[src/rtl/core/dlr_pkg.sv]
// Package for the DDA line rasterizer core.
// Holds default widths, the request kind codes and the sequencer state type.
// No dependencies.
`default_nettype none

package dlr_pkg;

   localparam int COORD_BITS_DEF = 12;
   localparam int FRAC_BITS_DEF  = 16;
   localparam int COLOR_W        = 32;

   // request kind codes
   localparam logic KIND_START = 1'b0;
   localparam logic KIND_STEP  = 1'b1;

   typedef enum logic [1:0] {
      ST_IDLE,
      ST_DIV_X,
      ST_DIV_Y,
      ST_EMIT
   } state_type;

endpackage : dlr_pkg

`default_nettype wire

[src/rtl/core/dlr_divider.sv]
// Iterative restoring divider: (dividend << FRAC_BITS) / divisor, one quotient
// bit per cycle, for dividend <= divisor. Uses dlr_pkg.
// Result is FRAC_BITS+1 bits; done pulses when the last bit is registered.
`default_nettype none

module dlr_divider
   import dlr_pkg::*;
#(
   parameter int COORD_BITS = COORD_BITS_DEF,
   parameter int FRAC_BITS  = FRAC_BITS_DEF
) (
   input  logic                  clock,
   input  logic                  reset,
   input  logic                  start,
   input  logic [COORD_BITS-1:0] dividend,
   input  logic [COORD_BITS-1:0] divisor,
   output logic                  done,
   output logic [FRAC_BITS:0]    quotient
);

   localparam int REM_W = COORD_BITS + 1;
   localparam int Q_W   = FRAC_BITS + 1;
   localparam int CNT_W = $clog2(FRAC_BITS + 1);

   logic                  busy_ff;
   logic                  done_ff;
   logic [REM_W-1:0]      rem_ff;
   logic [REM_W-1:0]      rem_in;
   logic [COORD_BITS-1:0] divisor_ff;
   logic [Q_W-1:0]        quot_ff;
   logic [CNT_W-1:0]      count_ff;
   logic [REM_W-1:0]      diff;
   logic                  ge;

   assign diff = rem_ff - {1'b0, divisor_ff};
   assign ge   = (rem_ff >= {1'b0, divisor_ff});

   // remainder stays below the divisor after a subtract, so the shift fits
   assign rem_in = ge ? {diff[REM_W-2:0], 1'b0} : {rem_ff[REM_W-2:0], 1'b0};

   always_ff @(posedge clock) begin
      if (reset) begin
         busy_ff <= 1'b0;
         done_ff <= 1'b0;
      end else begin
         done_ff <= busy_ff && (count_ff == '0);
         if (start) begin
            busy_ff <= 1'b1;
         end else if (busy_ff && (count_ff == '0)) begin
            busy_ff <= 1'b0;
         end
      end
   end

   always_ff @(posedge clock) begin
      if (start) begin
         rem_ff     <= {1'b0, dividend};
         divisor_ff <= divisor;
         quot_ff    <= '0;
         count_ff   <= CNT_W'(FRAC_BITS);
      end else if (busy_ff) begin
         rem_ff   <= rem_in;
         quot_ff  <= {quot_ff[Q_W-2:0], ge};
         count_ff <= count_ff - 1'b1;
      end
   end

   assign done     = done_ff;
   assign quotient = quot_ff;

endmodule : dlr_divider

`default_nettype wire

[src/rtl/core/dda_line_rasterizer_core.sv]
// DDA line rasterizer core: top level with sequencer and position datapath.
// Uses dlr_pkg and dlr_divider.
//
// Usage: a start request (req_kind = 0) carries two endpoints and a color.
// The core computes steps = max(|dx|, |dy|) and the per-step increments
// dx/steps and dy/steps in fixed point with FRAC_BITS fraction bits, then
// returns the start pixel. Each step request (req_kind = 1) advances the
// position by one increment and returns the next pixel, rounded half away
// from zero. A line yields steps+1 pixels; the last has rsp_last_pixel set.
// A step request with no active line is taken and gives no response.
// A step request's pixel appears in the cycle after it is taken, and step
// requests are taken one per cycle while rsp_stall does not hold a response.
// A start request runs the shared serial divider twice, one quotient bit per
// cycle, first for the x and then for the y increment; req_stall stays high
// meanwhile. A zero-length line answers in the cycle after it is taken.
// Reset (synchronous, active high) drops any line and empties the response
// register. While the receiver holds rsp_stall, the response register holds
// its pixel and the core takes no new request.
`default_nettype none

module dda_line_rasterizer_core
   import dlr_pkg::*;
#(
   parameter int COORD_BITS = COORD_BITS_DEF,
   parameter int FRAC_BITS  = FRAC_BITS_DEF
) (
   input  logic                         clock,
   input  logic                         reset,
   input  logic                         req_valid,
   output logic                         req_stall,
   input  logic                         req_kind,
   input  logic signed [COORD_BITS-1:0] req_start_x,
   input  logic signed [COORD_BITS-1:0] req_start_y,
   input  logic signed [COORD_BITS-1:0] req_end_x,
   input  logic signed [COORD_BITS-1:0] req_end_y,
   input  logic [COLOR_W-1:0]           req_pen_color,
   output logic                         rsp_valid,
   input  logic                         rsp_stall,
   output logic signed [COORD_BITS-1:0] rsp_pixel_x,
   output logic signed [COORD_BITS-1:0] rsp_pixel_y,
   output logic [COLOR_W-1:0]           rsp_pixel_color,
   output logic                         rsp_last_pixel
);

   localparam int POS_W = COORD_BITS + FRAC_BITS + 1;
   localparam int INC_W = FRAC_BITS + 2;
   localparam int HALF  = 1 << (FRAC_BITS - 1);

   state_type state_ff;
   state_type state_in;

   logic signed [POS_W-1:0]      pos_x_ff;
   logic signed [POS_W-1:0]      pos_y_ff;
   logic signed [INC_W-1:0]      inc_x_ff;
   logic signed [INC_W-1:0]      inc_y_ff;
   logic [COORD_BITS-1:0]        steps_left_ff;
   logic [COORD_BITS-1:0]        abs_dy_ff;
   logic                         neg_x_ff;
   logic                         neg_y_ff;
   logic [COLOR_W-1:0]           color_ff;
   logic                         active_ff;

   logic                         rsp_valid_ff;
   logic signed [COORD_BITS-1:0] pixel_x_ff;
   logic signed [COORD_BITS-1:0] pixel_y_ff;
   logic [COLOR_W-1:0]           pixel_color_ff;
   logic                         last_pixel_ff;

   logic                         rsp_free;
   logic                         req_accept;
   logic                         start_acc;
   logic                         step_acc;
   logic [COORD_BITS:0]          dx;
   logic [COORD_BITS:0]          dy;
   logic [COORD_BITS-1:0]        abs_dx;
   logic [COORD_BITS-1:0]        abs_dy;
   logic [COORD_BITS-1:0]        steps;
   logic                         zero_len;

   logic                         div_start;
   logic [COORD_BITS-1:0]        div_dividend;
   logic                         div_done;
   logic [FRAC_BITS:0]           div_quot;
   logic [INC_W-1:0]             quot_ext;
   logic signed [INC_W-1:0]      inc_from_x;
   logic signed [INC_W-1:0]      inc_from_y;

   logic signed [POS_W-1:0]      pos_x_next;
   logic signed [POS_W-1:0]      pos_y_next;

   logic                         load_rsp;
   logic signed [COORD_BITS-1:0] rsp_x_in;
   logic signed [COORD_BITS-1:0] rsp_y_in;
   logic                         rsp_last_in;

   // round half away from zero: bias by one half, one less for negatives
   function automatic logic signed [COORD_BITS-1:0] round_pos(
      input logic signed [POS_W-1:0] v
   );
      logic [POS_W-1:0] bias;
      logic [POS_W-1:0] sum;
      bias = v[POS_W-1] ? POS_W'(HALF - 1) : POS_W'(HALF);
      sum  = v + bias;
      return sum[FRAC_BITS +: COORD_BITS];
   endfunction

   // ---------------- start request decode ----------------
   assign dx = {req_end_x[COORD_BITS-1], req_end_x}
             - {req_start_x[COORD_BITS-1], req_start_x};
   assign dy = {req_end_y[COORD_BITS-1], req_end_y}
             - {req_start_y[COORD_BITS-1], req_start_y};
   assign abs_dx   = dx[COORD_BITS] ? COORD_BITS'(-dx) : dx[COORD_BITS-1:0];
   assign abs_dy   = dy[COORD_BITS] ? COORD_BITS'(-dy) : dy[COORD_BITS-1:0];
   assign steps    = (abs_dx > abs_dy) ? abs_dx : abs_dy;
   assign zero_len = (steps == '0);

   assign rsp_free   = !rsp_valid_ff || !rsp_stall;
   assign req_accept = req_valid && !req_stall;
   assign start_acc  = req_accept && (req_kind == KIND_START);
   assign step_acc   = req_accept && (req_kind == KIND_STEP) && active_ff;

   // ---------------- shared divider ----------------
   dlr_divider #(
      .COORD_BITS (COORD_BITS),
      .FRAC_BITS  (FRAC_BITS)
   ) u_divider (
      .clock    (clock),
      .reset    (reset),
      .start    (div_start),
      .dividend (div_dividend),
      .divisor  (state_ff == ST_IDLE ? steps : steps_left_ff),
      .done     (div_done),
      .quotient (div_quot)
   );

   assign quot_ext   = {1'b0, div_quot};
   assign inc_from_x = neg_x_ff ? (INC_W'(0) - quot_ext) : quot_ext;
   assign inc_from_y = neg_y_ff ? (INC_W'(0) - quot_ext) : quot_ext;

   assign pos_x_next = pos_x_ff + {{(POS_W - INC_W){inc_x_ff[INC_W-1]}}, inc_x_ff};
   assign pos_y_next = pos_y_ff + {{(POS_W - INC_W){inc_y_ff[INC_W-1]}}, inc_y_ff};

   // ---------------- sequencer: next state ----------------
   always_comb begin
      state_in = state_ff;
      case (state_ff)
         ST_IDLE: begin
            if (start_acc && !zero_len) begin
               state_in = ST_DIV_X;
            end
         end
         ST_DIV_X: begin
            if (div_done) begin
               state_in = ST_DIV_Y;
            end
         end
         ST_DIV_Y: begin
            if (div_done) begin
               state_in = ST_EMIT;
            end
         end
         ST_EMIT: begin
            if (rsp_free) begin
               state_in = ST_IDLE;
            end
         end
         default: state_in = ST_IDLE;
      endcase
   end

   // ---------------- sequencer: outputs ----------------
   always_comb begin
      req_stall    = 1'b1;
      div_start    = 1'b0;
      div_dividend = abs_dx;
      load_rsp     = 1'b0;
      rsp_x_in     = req_start_x;
      rsp_y_in     = req_start_y;
      rsp_last_in  = 1'b0;
      case (state_ff)
         ST_IDLE: begin
            req_stall = !rsp_free;
            if (start_acc) begin
               if (zero_len) begin
                  load_rsp    = 1'b1;
                  rsp_last_in = 1'b1;
               end else begin
                  div_start = 1'b1;
               end
            end else if (step_acc) begin
               load_rsp    = 1'b1;
               rsp_x_in    = round_pos(pos_x_next);
               rsp_y_in    = round_pos(pos_y_next);
               rsp_last_in = (steps_left_ff == COORD_BITS'(1));
            end
         end
         ST_DIV_X: begin
            div_start    = div_done;
            div_dividend = abs_dy_ff;
         end
         ST_DIV_Y: begin
            div_dividend = abs_dy_ff;
         end
         ST_EMIT: begin
            load_rsp = rsp_free;
            rsp_x_in = round_pos(pos_x_ff);
            rsp_y_in = round_pos(pos_y_ff);
         end
         default: begin
            req_stall = 1'b1;
         end
      endcase
   end

   // ---------------- control registers ----------------
   always_ff @(posedge clock) begin
      if (reset) begin
         state_ff     <= ST_IDLE;
         active_ff    <= 1'b0;
         rsp_valid_ff <= 1'b0;
      end else begin
         state_ff <= state_in;
         if (start_acc) begin
            active_ff <= !zero_len;
         end else if (step_acc && (steps_left_ff == COORD_BITS'(1))) begin
            active_ff <= 1'b0;
         end
         if (load_rsp) begin
            rsp_valid_ff <= 1'b1;
         end else if (!rsp_stall) begin
            rsp_valid_ff <= 1'b0;
         end
      end
   end

   // ---------------- line state and response payload ----------------
   always_ff @(posedge clock) begin
      if (start_acc) begin
         color_ff      <= req_pen_color;
         pos_x_ff      <= {req_start_x[COORD_BITS-1], req_start_x, {FRAC_BITS{1'b0}}};
         pos_y_ff      <= {req_start_y[COORD_BITS-1], req_start_y, {FRAC_BITS{1'b0}}};
         steps_left_ff <= steps;
         abs_dy_ff     <= abs_dy;
         neg_x_ff      <= dx[COORD_BITS];
         neg_y_ff      <= dy[COORD_BITS];
         inc_x_ff      <= '0;
         inc_y_ff      <= '0;
      end else if (step_acc) begin
         pos_x_ff      <= pos_x_next;
         pos_y_ff      <= pos_y_next;
         steps_left_ff <= steps_left_ff - 1'b1;
      end else if (div_done && (state_ff == ST_DIV_X)) begin
         inc_x_ff <= inc_from_x;
      end else if (div_done && (state_ff == ST_DIV_Y)) begin
         inc_y_ff <= inc_from_y;
      end

      if (load_rsp) begin
         pixel_x_ff     <= rsp_x_in;
         pixel_y_ff     <= rsp_y_in;
         pixel_color_ff <= start_acc ? req_pen_color : color_ff;
         last_pixel_ff  <= rsp_last_in;
      end
   end

   assign rsp_valid       = rsp_valid_ff;
   assign rsp_pixel_x     = pixel_x_ff;
   assign rsp_pixel_y     = pixel_y_ff;
   assign rsp_pixel_color = pixel_color_ff;
   assign rsp_last_pixel  = last_pixel_ff;

   // ---------------- assertions ----------------
   a_active_has_steps: assert property (@(posedge clock) disable iff (reset)
      active_ff |-> (steps_left_ff != '0))
      else $error("active line with no steps left");

   a_div_done_in_div: assert property (@(posedge clock) disable iff (reset)
      div_done |-> (state_ff == ST_DIV_X || state_ff == ST_DIV_Y))
      else $error("divider finished outside a divide state");

   a_last_ends_line: assert property (@(posedge clock) disable iff (reset)
      (load_rsp && rsp_last_in) |=> !active_ff)
      else $error("line still active after its last pixel");

   a_busy_has_line: assert property (@(posedge clock) disable iff (reset)
      (state_ff != ST_IDLE) |-> active_ff)
      else $error("sequencer busy without an active line");

endmodule : dda_line_rasterizer_core

`default_nettype wire
[config.mk]
export PLATFORM = sky130hd
export DESIGN_NAME = dda_line_rasterizer_core
export DESIGN_NICKNAME = d
export VERILOG_FILES = /design/src/rtl/core/dlr_pkg.sv /design/src/rtl/core/dlr_divider.sv /design/src/rtl/core/dda_line_rasterizer_core.sv
export SDC_FILE = /design/constraint.sdc
export NUM_CORES = 1
export LEC_CHECK = 0
export BUFFER_PORTS_ARGS = -buffer_cell sky130_fd_sc_hd__buf_2
export CAP_MARGIN = 15
export CORE_MARGIN = 3
export CORE_UTILIZATION = 35
export CTS_BUF_LIST = sky130_fd_sc_hd__clkbuf_8
export DETAILED_ROUTE_END_ITERATION = 10
export GPL_TIMING_DRIVEN = 1
export MAX_ROUTING_LAYER = met4
export PLACE_DENSITY = 0.58
export SYNTH_ARGS = -nofsm -noshare
export SYNTH_HDL_FRONTEND = slang
export SYNTH_SLANG_ARGS = --single-unit
export TNS_END_PERCENT = 5
[constraint.sdc]
create_clock -name clock -period 14.2 [get_ports clock]
set_input_delay 0.71 -clock clock [delete_from_list [all_inputs] [get_ports clock]]
set_output_delay 0.71 -clock clock [all_outputs]
set_load 0.05 [all_outputs]
---- After elaboration in Yosys (flattened, before gate mapping) ----
Index checks and enable logic that the tools add are counted.
cells by class
  magnitude comparators ................... 2
  shift operators ......................... 0
  bitwise gates (word level) .............. 3
  add/sub/neg operators ................... 14
  reduce and logical (&&, ||, !) cells .... 26
  multipliers ............................. 0
  equal/unequal tests ..................... 9
  div/mod/pow operators ................... 0
  multiplexer cells ....................... 48
operator list
  operator                                              count
  two-way mux 12 bit                                    13
  two-way mux 29 bit                                    4
  adder 28 x 16 -> 28 bit                               4
  two-way mux 16 bit                                    4
  adder 29 bit                                          2
  case mux 12 bit (2 select lines)                      2
  two-way mux 18 bit                                    2
  two-way mux 32 bit                                    1
  subtractor 12 x 12 -> 13 bit                          2
  negation 12 bit                                       2
  subtractor 1 x 17 -> 18 bit, first input constant     1
  two-way mux 1 bit                                     14
  greater-or-equal comparator 13 x 12 -> 1 bit          1
  two-way mux 13 bit                                    1
  equality test 12 x 1 -> 1 bit, second input constant  1
  > comparator 12 bit                                   1
  logical NOT 12 bit                                    1
  subtractor 12 x 1 -> 12 bit, second input constant    1
  subtractor 12 bit                                     1
  logical AND 1 bit                                     9
  two-way mux 2 bit                                     4
  != test 2 x 1 -> 1 bit, second input constant         4
  case mux 2 bit (4 select lines)                       1
  nonzero test 2 bit                                    4
  14 further kinds                                      22
storage, ports and cells
  output and inout bits ................... 59
  input bits .............................. 85
  bits in writable memories ............... 0
  memories ................................ 0
  ROM bits ................................ 0
  logic and storage cells ................. 127
  register bits ........................... 262
  bits in latches ......................... 0

---- Logic depth before layout (Yosys ltp) ----
  depth after elaboration ................. 12
  gate-level depth with buffers ........... 25
  depth with buffers taken out ............ 22

---- Modules after synthesis ----
From an unflattened synthesis, not the netlist that was laid out.
second synthesis, totals
  cells, all modules ...................... 2043
  area total of the unflattened synthesis .. 18975.7 µm²
by module, submodules not included
  module                    instances  seq. area each (µm²)  area an instance (µm²)  cells each
  dda_line_rasterizer_core  1          5355.1                16388.2                 1788
  dlr_divider               1          1221.2                2587.5                  255

---- Worst setup path before layout ----
No wires, ideal clock.
  kind .................................... in2reg
  from .................................... input port req_end_x[0]
  to ...................................... register last_pixel_ff (netlist: rsp_last_pixel), enable pin
  stages on the path ...................... 21
  data arrival time ....................... 7.980 ns
  required time ........................... 13.710 ns
  buffers on the path ..................... 1
  slack ................................... 5.730 ns
  path through ............................ inv_1 ha_1 fa_1 nand2b_1 a21o_1 a211oi_2 nand4bb_4 or3_4 o311a_1 nor2_1 xor2_1 ha_1 nand4_1 nor3_1 a21oi_1 nand2_1 clkbuf_1 mux2_2 and4b_4 nand2_1 a21oi_1
between the ends
  cells in the longest elaborated chain, start to end .. 9
RTL lines
  item                               line                             RTL
  start: declaration                 dda_line_rasterizer_core.sv:34   input logic signed [COORD_BITS-1:0] req_end_x,
  subtractor 12 x 12 -> 13 bit *     dda_line_rasterizer_core.sv:109  - {req_start_x[COORD_BITS-1], req_start_x};
  negation 12 bit                    dda_line_rasterizer_core.sv:112  assign abs_dx = dx[COORD_BITS] ? COORD_BITS'(-dx) : dx[COORD_BITS-1:0];
  two-way mux 12 bit *               dda_line_rasterizer_core.sv:112
  > comparator 12 bit                dda_line_rasterizer_core.sv:114  assign steps = (abs_dx > abs_dy) ? abs_dx : abs_dy;
  two-way mux 12 bit *               dda_line_rasterizer_core.sv:114
  logical NOT 12 bit *               dda_line_rasterizer_core.sv:115  assign zero_len = (steps == '0);
  two-way mux 1 bit *                dda_line_rasterizer_core.sv:184  if (zero_len) begin
  two-way mux 1 bit *                dda_line_rasterizer_core.sv:183  if (start_acc) begin
  case mux 1 bit (2 select lines) *  dda_line_rasterizer_core.sv:180  case (state_ff)
  net load_rsp                       dda_line_rasterizer_core.sv:91   logic load_rsp;
  end signal: assignment             dda_line_rasterizer_core.sv:262  last_pixel_ff <= rsp_last_in;
  end: declaration                   dda_line_rasterizer_core.sv:67   logic last_pixel_ff;
The timed path passes the listed nets; every way through them passes the cells marked *.
A chain may end at the register's enable or synchronous reset.

---- Final worst setup path ----
  from .................................... input port req_start_x[0]
  to ...................................... register pixel_color_ff[29] (netlist: rsp_pixel_color[29]), enable pin
between the ends
  cells in the longest elaborated chain, start to end .. 9
RTL lines
  item                               line                             RTL
  start: declaration                 dda_line_rasterizer_core.sv:32   input logic signed [COORD_BITS-1:0] req_start_x,
  subtractor 12 x 12 -> 13 bit *     dda_line_rasterizer_core.sv:109
  negation 12 bit                    dda_line_rasterizer_core.sv:112
  two-way mux 12 bit *               dda_line_rasterizer_core.sv:112
  > comparator 12 bit                dda_line_rasterizer_core.sv:114
  two-way mux 12 bit *               dda_line_rasterizer_core.sv:114
  logical NOT 12 bit *               dda_line_rasterizer_core.sv:115
  two-way mux 1 bit *                dda_line_rasterizer_core.sv:184
  two-way mux 1 bit *                dda_line_rasterizer_core.sv:183
  case mux 1 bit (2 select lines) *  dda_line_rasterizer_core.sv:180
  net load_rsp                       dda_line_rasterizer_core.sv:91
  end signal: assignment             dda_line_rasterizer_core.sv:261  pixel_color_ff <= start_acc ? req_pen_color : color_ff;
  end: declaration                   dda_line_rasterizer_core.sv:66   logic [COLOR_W-1:0] pixel_color_ff;
Marks and branches as above.

==> results.sh <==
export IMPL_cts_tree="yes"
export IMPL_grt_pass1_vias=15397
export IMPL_ys_seq_elements=262
export IMPL_async_flop_share=0
export IMPL_final_nets=2457
export IMPL_grt_start_max_net_pins=82
export IMPL_coreArea_sq_um=52800
export IMPL_dp_hpwl_microns=39400
export IMPL_end_kind="flop"
export IMPL_worst_ep_arrival_time_ns=7.26
export IMPL_final_design_area_no_fill_sq_um=21100
export IMPL_holdCritPathClass="in -> reg"
export IMPL_ios=144
export IMPL_synth_edf_count=133
export IMPL_die_area_sq_um=56300
export IMPL_switching_power_w=0.00123
export IMPL_cts_setup_buffers=0
export IMPL_outcome="finished clean"
export IMPL_drt_total_wl_microns=52600
export IMPL_skew_ns=0.0347
export IMPL_rsz0062_at_grt="no"
export IMPL_htree_levels=2
export IMPL_power_share_sequential=0.349
export IMPL_cts_buffers=50
export IMPL_power_frac_clock=0.237
export IMPL_num_rows=84
export IMPL_cp_start_kind="primary input"
export IMPL_multi_input_area_sq_um=11500
export IMPL_routedWlPerCell_microns=18.0
export IMPL_drc=0
export IMPL_fmax_mhz=142
export IMPL_final_setup_tns_ns=0
export IMPL_drt_iter0_markers=1071
export IMPL_cp_data_required_time_ns=14.43
export IMPL_leakage_nw=9.24
export IMPL_drtAntennaViolNets=0
export IMPL_netlist_instances=2058
export IMPL_port_buffer_count=143
export IMPL_critPathBufInv=3
export IMPL_finalCritPeriodShare=0.495
export IMPL_path_cells="buf_2 -> ha_1 -> fa_1 -> nand2b_1 -> a21o_1 -> a211oi_1 -> o21a_1 -> inv_1 -> nand2b_1 -> a21boi_0 -> ha_1 -> nor2b_1 -> o21ai_0 -> nand2b_1 -> a21oi_1 -> o211ai_1 -> nand2_1 -> nor2_1 -> a221oi_4 -> and4b_4 -> nand2_1 -> a21oi_4 -> buf_4"
export IMPL_grt_pass1_wl_microns=83400
export IMPL_cp_slowest_cell="buf_4"
export IMPL_fin_hold_ws_ns=0.308
export IMPL_syn2layout_area_growth_pct=12.8
export IMPL_yosysWarnings=0
export IMPL_seqCellArea_sq_um=6580
export IMPL_firstDrtPassIters=5
export IMPL_cts_resized=0
export IMPL_place_congestion=0.906
export IMPL_grt_antenna_before_repair=2
export IMPL_max_slew_worst_pin_slew_ns=1.27
export IMPL_maxCapViolCount=0
export IMPL_cts_sinks=262
export IMPL_max_stage_delay_ns=0.59
export IMPL_n_fill_cell=5267
export IMPL_syn_nets=2322
export IMPL_post_drt_via_cell_ratio=5.45
export IMPL_place_area_sq_um=20100
export IMPL_finalHoldViolations=0
export IMPL_peakVddDrop_mv=0.0684
export IMPL_start_util=0.355
export IMPL_grt_usage=0.187
export IMPL_relSlewSlack=0.141
export IMPL_min_period_ns=7.03
export IMPL_power_w=0.00312
export IMPL_critPathTopFamily="compound AO/OA/AOI/OAI gates"
export IMPL_cp_max_fo=45
export IMPL_intPower_w=0.00189
export IMPL_comb_power_share=0.414
export IMPL_p_per_area_nw_per_um2=148
export IMPL_cpMostUsedCell="nand2b_1"
export IMPL_grt_ovfl_total=0
export IMPL_p_sw_frac=0.394
export IMPL_clk_pin_slew_ns=0.06
export IMPL_dieHeight_microns=237
export IMPL_clockBufferDepth=3
export IMPL_syn_area_per_cell_sq_um=9.10
export IMPL_clk_latency_ns=0.61
export IMPL_synthDistinctLibCells=91
export IMPL_root_buffer="clkbuf_8"
export IMPL_vias=15922
export IMPL_synth_flop_cell="edfxtp_1"
export IMPL_cts_hold_buffers_added=0
export IMPL_die_width_microns=237
export IMPL_crit_type="in -> reg"
export IMPL_layout_drive_gt1_share=0.123
export IMPL_synth_area_sq_um=18700
export IMPL_slew_violations=0
export IMPL_setup_viol=0
export IMPL_ys_seq_area_frac=0.351
## power by group through the flow
stage,Sequential [W],Combinational (W),Clock (W)
after floorplan,0.00112,0.000931,0
after global placement,0.00110,0.00126,0
after detailed placement,0.00110,0.00128,0
after CTS,0.00109,0.00129,0.000762
after global routing,0.00110,0.00144,0.000791
final,0.00109,0.00129,0.000738
## cell usage after synthesis, types with 8 or more instances
library cell  instances  area share
nand2_1             242       0.049
ha_1                174        0.12
nor2_1              152       0.030
edfxtp_1            133        0.21
dfxtp_1             129        0.14
a21oi_1             118       0.032
inv_1                99       0.020
o21ai_0              99       0.026
xnor2_1              94       0.044
xor2_1               84       0.039
clkbuf_1             64       0.013
mux2i_1              58       0.031
a21o_1               57       0.023
a211oi_1             48       0.019
nor3_1               40       0.011
a22o_1               36       0.017
nand3_1              36      0.0096
nand4_1              27      0.0090
and3_1               24      0.0080
or3_1                24      0.0080
o21a_1               22      0.0088
nand2b_1             21      0.0070
nor2b_1              18      0.0060
o211ai_1             14      0.0056
o21bai_1             14      0.0056
o221ai_1             13      0.0061
o22ai_1              13      0.0043
a22oi_1              11      0.0044
nor4_1               11      0.0037
a31oi_1              10      0.0033
mux2_2               10      0.0060
and2_1                9      0.0030
a2111oi_0             8      0.0037
## worst reg2reg max path: cells and delay by family (launching register included)
family	cells	cell delay, ns
fa+ha+maj	3	1.04
flops	1	0.34
xor+xnor	2	0.30
simple gates	7	1.82
compound gates	8	2.44
buf+inv	1	0.30
## cells in the final DEF, fill, tap and decap left out, types with 11 or more instances in the layout
cell type	n
a211oi_1	48
o21ai_0	99
nand2b_1	21
a22oi_1	11
nor2_1	151
buf_4	12
xnor2_1	94
clkbuf_8	57
inv_1	111
nor2b_1	18
a22o_1	36
nor4_1	11
a21oi_1	117
a21o_1	57
mux2i_1	58
o21a_1	22
or3_1	24
ha_1	174
edfxtp_1	133
o211ai_1	14
nand2_1	241
nand4_1	27
dfxtp_1	129
o221ai_1	13
xor2_1	84
and3_1	23
buf_2	143
nor3_1	39
o21bai_1	14
o22ai_1	13
nand3_1	36
## final cells by class
class                      count  share of cell area
antenna                        3            0.000356
clock buffer                  57              0.0372
clock inverter                31             0.00889
inverter                      99              0.0177
multi-input combinational   1625               0.545
sequential                   262               0.312
tap                          688              0.0408
timing repair buffer         155              0.0382
## registers in the layout, indices dropped and copies added, names as in the netlist, 2 cells and up
name,count
abs_dy_ff,12
color_ff,32
inc_x_ff,18
inc_y_ff,18
pos_x_ff,29
pos_y_ff,29
rsp_pixel_color,32
rsp_pixel_x,12
rsp_pixel_y,12
state_ff,2
steps_left_ff,12
u_divider.count_ff,5
u_divider.divisor_ff,12
u_divider.quotient,17
u_divider.rem_ff,13
## worst paths after layout
kind	from	end	slack, ns	cells after the start
max	req_start_x[0]	rsp_pixel_color[29]$_DFFE_PP_	7.17	23
min	req_pen_color[23]	color_ff[23]$_DFF_P_	0.31	3
max reg2reg	pos_x_ff[0]$_SDFFE_PP0P_	rsp_pixel_x[11]$_DFFE_PP_	7.72	21
min reg2reg	color_ff[19]$_DFF_P_	color_ff[19]$_DFF_P_	0.44	2
## through the flow
step	utilization	worst slack, ns	cells
floorplan	-	5.73	2058
global placement	0.382	6.83	2829
detailed placement	0.382	6.68	2829
CTS	0.400	7.32	2917
global route	0.400	6.74	2918
finish	0.400	7.17	2920
## layer usage
layer | vias to the layer above | track usage | wire (microns)
met3 | 75 | 0.0265 | 3000
met2 | 480 | 0.286 | 23000
li1 | 7869 | - | -
met4 | 0 | 0.0501 | 1160
met5 | - | - | 0
met1 | 7498 | 0.259 | 25400
## cell families (layout without fill, tap and decap cells)
group                      after synthesis  after routing  share of synthesized area
xor gates and xnor gates               179            179                     0.0842
and+or+nand+nor                        652            652                      0.169
buffers and inverters                  171            342                     0.0349
muxes                                   68             68                     0.0370
DFF                                    262            262                      0.351
AOI/OAI and AO/OA                      547            547                      0.202
adders and majority gates              179            179                      0.122
other                                    0              3                          0
Power figures use the tool's default switching activity.
